### src/design/ffa_pkg.sv
package ffa_pkg;

	// Default geometry of the heap.
	localparam int HEAP_UNITS_DEF = 1024;
	localparam int UNIT_BYTES_DEF = 16;

	// Widths fixed by the interface.
	localparam int ADDR_W  = 32;
	localparam int REQ_W   = 16;
	localparam int LIMIT_W = 17;
	localparam int STAT_W  = 3;
	localparam int NEED_W  = 17;

	localparam logic [LIMIT_W-1:0] BIG_LIMIT_RST = 17'd16384;

	// Configuration register indexes.
	localparam logic CFG_HEAP_BASE = 1'b0;
	localparam logic CFG_BIG_LIMIT = 1'b1;

	// Request modes.
	localparam logic MODE_ALLOC = 1'b0;
	localparam logic MODE_FREE  = 1'b1;

	// Result status codes.
	localparam logic [STAT_W-1:0] ST_OK      = 3'd0;
	localparam logic [STAT_W-1:0] ST_ZERO    = 3'd1;
	localparam logic [STAT_W-1:0] ST_BIG     = 3'd2;
	localparam logic [STAT_W-1:0] ST_OOM     = 3'd3;
	localparam logic [STAT_W-1:0] ST_IGNORED = 3'd4;

	// Datapath operations issued by the controller.
	typedef enum logic [4:0] {
		OP_IDLE,
		OP_LOAD,
		OP_NEED,
		OP_RD_CUR,
		OP_ADV,
		OP_TAKE,
		OP_RD_NX,
		OP_WR_NX,
		OP_WR_TAKE,
		OP_APPEND,
		OP_FCAP,
		OP_RD_P,
		OP_MRG_P,
		OP_MRG_N,
		OP_WR_FREE,
		OP_RESULT
	} op_t;

	typedef struct packed {
		op_t               op;
		logic [STAT_W-1:0] code;
	} cmd_t;

	typedef struct packed {
		logic mode;
		logic req_zero;
		logic req_big;
		logic cur_ge_top;
		logic bs_zero;
		logic fit;
		logic split;
		logic nx_lt_top;
		logic match;
		logic rd_free;
		logic b_zero;
		logic oom;
	} sts_t;

endpackage

### src/design/ffa_ctrl.sv
module ffa_ctrl (
	input  logic          clk,
	input  logic          arst_n,
	input  logic          in_valid,
	output logic          in_stall,
	output logic          out_valid,
	input  logic          out_stall,
	input  ffa_pkg::sts_t sts,
	output ffa_pkg::cmd_t cmd
);
	import ffa_pkg::*;

	typedef enum logic [4:0] {
		S_IDLE, S_DECIDE, S_NEED, S_A_RD, S_A_CHK, S_A_SPL, S_A_NXW,
		S_A_WT, S_A_APP, S_F_RD, S_F_CHK, S_F_P, S_F_PC, S_F_N, S_F_NC,
		S_F_X, S_F_XW, S_F_W, S_RES, S_OUT
	} state_t;

	state_t            state_q, state_d;
	logic [STAT_W-1:0] code_q, code_d;

	// Next state and datapath command.
	always_comb begin
		state_d  = state_q;
		code_d   = code_q;
		cmd.op   = OP_IDLE;
		cmd.code = code_q;
		unique case (state_q)
			S_IDLE: begin
				if (in_valid) begin
					cmd.op  = OP_LOAD;
					state_d = S_DECIDE;
				end
			end
			S_DECIDE: begin
				priority if (sts.mode == MODE_FREE) begin
					state_d = S_F_RD;
				end else if (sts.req_zero) begin
					code_d  = ST_ZERO;
					state_d = S_RES;
				end else if (sts.req_big) begin
					code_d  = ST_BIG;
					state_d = S_RES;
				end else begin
					state_d = S_NEED;
				end
			end
			S_NEED: begin
				cmd.op  = OP_NEED;
				state_d = S_A_RD;
			end
			S_A_RD: begin
				if (sts.cur_ge_top) begin
					state_d = S_A_APP;
				end else begin
					cmd.op  = OP_RD_CUR;
					state_d = S_A_CHK;
				end
			end
			S_A_CHK: begin
				priority if (sts.bs_zero) begin
					state_d = S_A_APP;
				end else if (sts.fit) begin
					cmd.op  = OP_TAKE;
					state_d = S_A_SPL;
				end else begin
					cmd.op  = OP_ADV;
					state_d = S_A_RD;
				end
			end
			S_A_SPL: begin
				if (sts.split && sts.nx_lt_top) begin
					cmd.op  = OP_RD_NX;
					state_d = S_A_NXW;
				end else begin
					state_d = S_A_WT;
				end
			end
			S_A_NXW: begin
				cmd.op  = OP_WR_NX;
				state_d = S_A_WT;
			end
			S_A_WT: begin
				cmd.op  = OP_WR_TAKE;
				code_d  = ST_OK;
				state_d = S_RES;
			end
			S_A_APP: begin
				if (sts.oom) begin
					code_d = ST_OOM;
				end else begin
					cmd.op = OP_APPEND;
					code_d = ST_OK;
				end
				state_d = S_RES;
			end
			S_F_RD: begin
				if (sts.cur_ge_top) begin
					code_d  = ST_IGNORED;
					state_d = S_RES;
				end else begin
					cmd.op  = OP_RD_CUR;
					state_d = S_F_CHK;
				end
			end
			S_F_CHK: begin
				priority if (sts.match) begin
					if (sts.rd_free) begin
						code_d  = ST_IGNORED;
						state_d = S_RES;
					end else begin
						cmd.op  = OP_FCAP;
						state_d = sts.b_zero ? S_F_N : S_F_P;
					end
				end else if (sts.bs_zero) begin
					code_d  = ST_IGNORED;
					state_d = S_RES;
				end else begin
					cmd.op  = OP_ADV;
					state_d = S_F_RD;
				end
			end
			S_F_P: begin
				cmd.op  = OP_RD_P;
				state_d = S_F_PC;
			end
			S_F_PC: begin
				cmd.op  = OP_MRG_P;
				state_d = S_F_N;
			end
			S_F_N: begin
				if (sts.nx_lt_top) begin
					cmd.op  = OP_RD_NX;
					state_d = S_F_NC;
				end else begin
					state_d = S_F_X;
				end
			end
			S_F_NC: begin
				cmd.op  = OP_MRG_N;
				state_d = S_F_X;
			end
			S_F_X: begin
				if (sts.nx_lt_top) begin
					cmd.op  = OP_RD_NX;
					state_d = S_F_XW;
				end else begin
					state_d = S_F_W;
				end
			end
			S_F_XW: begin
				cmd.op  = OP_WR_NX;
				state_d = S_F_W;
			end
			S_F_W: begin
				cmd.op  = OP_WR_FREE;
				code_d  = ST_OK;
				state_d = S_RES;
			end
			S_RES: begin
				cmd.op  = OP_RESULT;
				state_d = S_OUT;
			end
			S_OUT: begin
				if (!out_stall) begin
					state_d = S_IDLE;
				end
			end
			default: state_d = S_IDLE;
		endcase
	end

	// State, result code and the registered output valid.
	always_ff @(posedge clk or negedge arst_n) begin
		if (!arst_n) begin
			state_q   <= S_IDLE;
			code_q    <= ST_OK;
			out_valid <= 1'b0;
		end else begin
			state_q   <= state_d;
			code_q    <= code_d;
			out_valid <= (state_d == S_OUT);
		end
	end

	assign in_stall = (state_q != S_IDLE);

endmodule

### config.mk
export PLATFORM = sky130hd
export DESIGN_NAME = ffa_ctrl
export DESIGN_NICKNAME = d
export VERILOG_FILES = /design/src/design/ffa_pkg.sv /design/src/design/ffa_ctrl.sv
export SDC_FILE = /design/constraint.sdc
export NUM_CORES = 1
export LEC_CHECK = 0
export BUFFER_PORTS_ARGS = -buffer_cell sky130_fd_sc_hd__buf_4
export CAP_MARGIN = 10
export CORE_ASPECT_RATIO = 1.5
export CORE_MARGIN = 4
export CORE_UTILIZATION = 52
export DETAILED_ROUTE_END_ITERATION = 10
export PLACE_DENSITY = 0.84
export RECOVER_POWER = 50
export SYNTH_ARGS = -nofsm -noshare
export SYNTH_HDL_FRONTEND = slang
export SYNTH_SLANG_ARGS = --single-unit
### constraint.sdc
create_clock -name clk -period 2.15 [get_ports clk]
set_input_delay 0.1075 -clock clk [delete_from_list [all_inputs] [get_ports clk]]
set_output_delay 0.1075 -clock clk [all_outputs]
set_load 0.005 [all_outputs]
; After elaboration in Yosys (flattened, before gate mapping)
; Cells that the tools add are included.
[totals]
reg_bits = 9
wordCells = 75
input_bits = 16
output_inout_bits = 10
[classes]
eq_ne = 25
n_mux = 37
reduce_logical = 10
[ops]
columns = op, count
row1 = case mux 5 bit (18 select lines), 1
row2 = case mux 5 bit (15 select lines), 1
row3 = 2-to-1 mux 5 bit, 10
row4 = equality test 5 x 4 -> 1 bit (second input constant), 8
row5 = 2-to-1 mux 3 bit, 13
row6 = equality test 5 bit (second input constant), 5
row7 = equality test 5 x 3 -> 1 bit (second input constant), 4
row8 = 2-to-1 mux 4 bit, 4
row9 = case mux 3 bit (5 select lines), 1
row10 = equality test 5 x 2 -> 1 bit (second input constant), 2
row11 = nonzero test 5 bit, 2
row12 = != test 3 bit (second input constant), 3
row13 = OR reduction 2 bit, 4
row14 = AND reduction 6 bit, 1
row15 = equality test 5 x 1 -> 1 bit (second input constant), 1
row16 = zero test 5 bit, 1
row17 = 2-to-1 mux 1 bit, 5
row18 = 2-to-1 mux 2 bit, 2
row19 = != test 2 bit (second input constant), 2
row20 = OR reduction 3 bit, 1
row21 = logical AND 1 bit, 1

; Logic depth before layout (Yosys ltp)
[logic_depth]
ltp_word = 5
mapped_depth = 7

; Worst setup path after synthesis
; No wires, ideal clock.
[synth_path]
kind = register -> register
startpoint = register state_q[3]
endpoint = register code_q[0]
stages_incl_launch_ff = 6
setup_ns = 0.125
t_arrival_ns = 1.484
path_slack_ns = 0.541
cell_sequence = dfrtp_1 buf_4 nor2_1 nor4b_1 o21a_2 mux2_4
[synth_via]
elab_chain_len = 4
word_cells_on_any_way = 15
classes_between = eq/ne (11) / mux (1) / reduce/logical (3)
[synth_rtl]
columns = item, line_no
row1 = start: declaration, ffa_ctrl.sv:19  ; state_t state_q, state_d;
row2 = start signal: assignment, ffa_ctrl.sv:180  ; state_q <= state_d;
row3 = equality test 5 bit / equality test 5 x 3 -> 1 bit (equally long branches), ffa_ctrl.sv:28  ; unique case (state_q)
row4 = OR reduction 2 bit (no source line), -
row5 = nonzero test 5 bit (no source line), -
row6 = AND reduction 6 bit (no source line), -
row7 = end signal: assignment, ffa_ctrl.sv:181  ; code_q <= code_d;
row8 = end: declaration, ffa_ctrl.sv:20  ; logic [STAT_W-1:0] code_q, code_d;
; Parallel ways exist; a longest one is shown, timed or not.
; A chain may end at the register's enable or synchronous reset.

==> summary.md <==
| Metric | Value |
|---|---|
| Outcome | completed |
| Setup slack on the worst flop-to-flop path | 0.21 ns |
| RSZ-0062 raised after global routing | no |
| Int Pwr | 0.000851 W |
| Final nets | 180 |
| Vias in the first global route | 1158 |
| Clk root buf | sky130_fd_sc_hd__clkbuf_4 |
| Number of H-tree levels | 1 |
| Remaining global-route overflow | 0 |
| Logic pwr share | 0.668 |
| Fraction of final layout cells sized beyond drive strength 1 | 0.276 |
| Library cell contributing the largest single delay on the critical path | sky130_fd_sc_hd__dfrtp_1 |
| Detailed-router iteration count before antenna repair | 4 |
| Number of warnings reported in the yosys synthesis log | 0 |
| Final design utilization | 0.666 |
| Worst Setup End Kind | primary output |
| Detailed-route wire length | 3.04 mm |
| DIE WIDTH | 44.3 um |
| Static leakage | 0.508 nW |
| Setup crit start | state_q[2] |
| Number of cells produced by synthesis | 139 |
| Crit-path most repeated cell | sky130_fd_sc_hd__buf_4 |
| Number of slew-limit violations in the final report | 0 |
| Main flop type after synthesis | sky130_fd_sc_hd__dfrtp_1 |
| CTS Sinks | 9 |
| Path type of the worst setup path | flip-flop to primary output |
| Wire length of the first global-routing pass | 5.02 mm |
| CP cell instances | buf_4 -> xor2_1 -> a21oi_1 -> o21ai_0 -> or3_1 -> buf_4 |
| Critical Path AT | 1.87 ns |
| HP Class | input port to flip-flop |
| Clk_lat worst skew | 0.25 ns |
| Area share of the leading cell type in the synthesized netlist | 0.219 |
| Core area | 0.00185 mm2 |
| Post-synthesis net count | 155 |
| Endpoint of the most critical setup path | cmd[3] |
| Time the final worst path needs with I/O delays and setup | 1.98 ns |
| Area added between synthesis and finish | 20.2% |
| Cell types occupying the most area after synthesis | sky130_fd_sc_hd__dfrtp_1, sky130_fd_sc_hd__o21ai_0, sky130_fd_sc_hd__a21oi_1 |
| Clock slew at reported path FFs | 0.06 ns |
| Distinct cell type count after synthesis | 47 |
| Remaining routing DRC violations | 0 |
| Die area | 0.00277 mm2 |
| Max IR drop VDD | 1.09 mV |
| Initial detailed-routing violation count | 42 |
| DR WL/cell | 16.5 um |
| Worst setup timing slack at the placement stage | 0.132 ns |
| Final weighted congestion in routability-driven placement | 0.937 |
| Power density cells | 1330 mW/mm2 |
| Via Count | 1200 |
| Crit path launch type | flip-flop |
| Final hold violations | 0 |
| Psw | 0.000797 W |
| Netlist area before placement | 0.00103 mm2 |
| Largest net degree at the start of global routing | 22 |
| Post-CTS setup buffer count | 0 |
| Overall global routing resource usage | 0.229 |
| Fraction of the yosys area taken by sequential cells | 0.219 |
| Final design instance area without fill | 0.00123 mm2 |
| Largest delay share family, worst path | flip-flops |
| Final worst-path cycle share | 0.921 |
| Placed wire-length estimate after detailed placement | 2.43 mm |
| Share of total power in the clock network | 0.077 |
| RR Endpoint | code_q[0] |
| Setup slack of the critical path after layout | 0.170 ns |
| Port Buffer Count | 24 |
| Mean instance size in the synthesized netlist | 7.39 um2 |
| Slowest Stage Delay on Critical Path | 0.52 ns |
| Max-cap violations | 0 |
| Sequential Power Share | 0.256 |
| Fillcell total | 183 |
| Total power draw | 0.00165 W |
| Worst reg2reg startpoint | state_q[2] |
| Number of buffers inserted during clock tree synthesis | 3 |
| Required time of the critical path | 2.04 ns |
| Top-Level Pins | 26 |
| Async S/R FF share, synth | 1.00 |
| Cell type with the largest total area after synthesis | sky130_fd_sc_hd__dfrtp_1 |
| Achievable clock frequency | 505 MHz |
| Setup TNS | 0 ns |
| Switching Fraction | 0.484 |
| Number of logic stages on the critical path including buffering | 6 |
| Maximum clock skew at final layout | 0.00264 ns |
| Die height | 62.4 um |
| Number of buffers between clock root and the deepest sink | 2 |
| Number of buffers and inverters on the critical path | 2 |
| Number of synthesized flops with an enable pin | 0 |
| Flip-flop and latch count after synthesis | 9 |
| Number of endpoints failing setup at the final stage | 0 |
| CTS tree | done |
| N_diodes | 0 |
| Via/cell ratio | 6.52 |
| Register-to-Register Path Depth | 4 |
| Number of rows created at floorplan | 19 |
| Standard cell area after detailed placement | 0.00119 mm2 |
| Remaining antenna violation count | 0 |
| Starting utilization of the core area | 0.554 |
| Max Fanout on Critical Path | 11 |
| Antenna violations before repair | 0 |
[worst min-delay path by stage]
stage,start,to,slack (ns),depth (start not counted)
floorplan,arst_n,code_q[0],-0.19,0
global placement,arst_n,code_q[2],-0.07,1
detailed placement,arst_n,state_q[1],-0.07,1
CTS,sts[6],state_q[1],0.13,2
global route,sts[6],state_q[1],0.11,2
finish,sts[6],state_q[1],0.13,2
[kinds of logic (layout without fill, tap and decap cells)]
kind of cell           count (synthesis)  in the layout  synth area share
multiplexers                           4              4            0.0487
AO/OA/AOI/OAI                         51             51             0.322
XOR/XNOR                               2              2            0.0171
flip-flops                             9              9             0.219
other                                  1              1           0.00365
AND/OR/NAND/NOR                       55             55             0.279
buffers and inverters                 17             41             0.111
[routing by layer]
metal | track usage | share of wire | up-vias
li1 | - | - | 563
met1 | 0.301 | 0.39 | 575
met2 | 0.385 | 0.53 | 56
met3 | 0.0259 | 0.065 | 6
met4 | 0.0604 | 0.018 | 0
met5 | 0 | 0 | -
[cells in the final DEF (no fill, tap or decap), types with 3 or more instances in the layout]
cell / count
sky130_fd_sc_hd__inv_1: 4
sky130_fd_sc_hd__nand2_1: 14
sky130_fd_sc_hd__buf_4: 25
sky130_fd_sc_hd__nand3_1: 8
sky130_fd_sc_hd__dfrtp_1: 5
sky130_fd_sc_hd__a21oi_1: 11
sky130_fd_sc_hd__clkbuf_4: 7
sky130_fd_sc_hd__nand2b_1: 4
sky130_fd_sc_hd__nor2_1: 9
sky130_fd_sc_hd__o21a_1: 3
sky130_fd_sc_hd__o211ai_1: 3
sky130_fd_sc_hd__dfrtp_2: 3
sky130_fd_sc_hd__o21ai_0: 14
sky130_fd_sc_hd__a31oi_1: 4
sky130_fd_sc_hd__nor3_1: 7
[power by group through the flow]
| stage | logic [W] | registers, W | clock network (W) |
|---|---|---|---|
| global route | 0.00121 | 0.000438 | 0.000141 |
| floorplan | 0.000872 | 0.000291 | 0 |
| global placement | 0.00106 | 0.000394 | 0 |
| detailed placement | 0.00108 | 0.000405 | 0 |
| CTS | 0.00108 | 0.000406 | 0.000131 |
| finish | 0.00110 | 0.000422 | 0.000126 |
[synthesized netlist by cell type, types with 2 or more instances]
| library cell | instances |
|---|---|
| sky130_fd_sc_hd__nor2_1 | 9 |
| sky130_fd_sc_hd__a31oi_1 | 4 |
| sky130_fd_sc_hd__nand2_1 | 14 |
| sky130_fd_sc_hd__buf_4 | 5 |
| sky130_fd_sc_hd__buf_6 | 4 |
| sky130_fd_sc_hd__o21a_1 | 3 |
| sky130_fd_sc_hd__o31ai_1 | 2 |
| sky130_fd_sc_hd__dfrtp_1 | 9 |
| sky130_fd_sc_hd__o22ai_1 | 2 |
| sky130_fd_sc_hd__mux2i_1 | 2 |
| sky130_fd_sc_hd__or3_1 | 2 |
| sky130_fd_sc_hd__a21oi_1 | 11 |
| sky130_fd_sc_hd__inv_1 | 4 |
| sky130_fd_sc_hd__nor3_1 | 7 |
| sky130_fd_sc_hd__nand3_1 | 8 |
| sky130_fd_sc_hd__or4_1 | 2 |
| sky130_fd_sc_hd__xor2_1 | 2 |
| sky130_fd_sc_hd__o21ai_0 | 14 |
| sky130_fd_sc_hd__mux2_4 | 2 |
| sky130_fd_sc_hd__o211ai_1 | 3 |
| sky130_fd_sc_hd__nand2b_1 | 4 |
[cell type report]
| class | instances | area, um2 | area share |
|---|---|---|---|
| repair buffers | 31 | 231 | 0.187 |
| clock inverters | 1 | 5.00 | 0.00405 |
| flip-flops and latches | 9 | 233 | 0.188 |
| inverters | 6 | 22.5 | 0.0182 |
| clock buffers | 3 | 22.5 | 0.0182 |
| well taps | 21 | 26.3 | 0.0213 |
| multi-input cells | 113 | 694 | 0.562 |
[state kept, by name, indices dropped and copies added, names as in the netlist]
signal,flops
code_q,3
out_valid,1
state_q,5
[stage by stage]
stage,hold slack (ns),std cells
6_report,0.125,184
4_1_cts,0.127,184
5_1_grt,0.107,184
3_5_place_dp,-0.0669,179
2_1_floorplan,-0.188,139
3_3_place_gp,-0.0684,179
[worst register-to-register path: cells and delay by family, from the launching register on]
family / cells / cell delay [ns]
muxes: 1 / 0.31
and+or+nand+nor: 2 / 0.77
AOI/OAI and AO/OA: 1 / 0.24
DFF: 1 / 0.52
[what timing repair did]
item | 4_1_cts | 5_1_grt
hold endpoints to repair | 9 | 0
hold buffers | 1 | 0
resized for setup | 1 | 5
endpoints found under the setup margin | 2 | 3
Note: power is estimated with default switching activity, not from simulation.
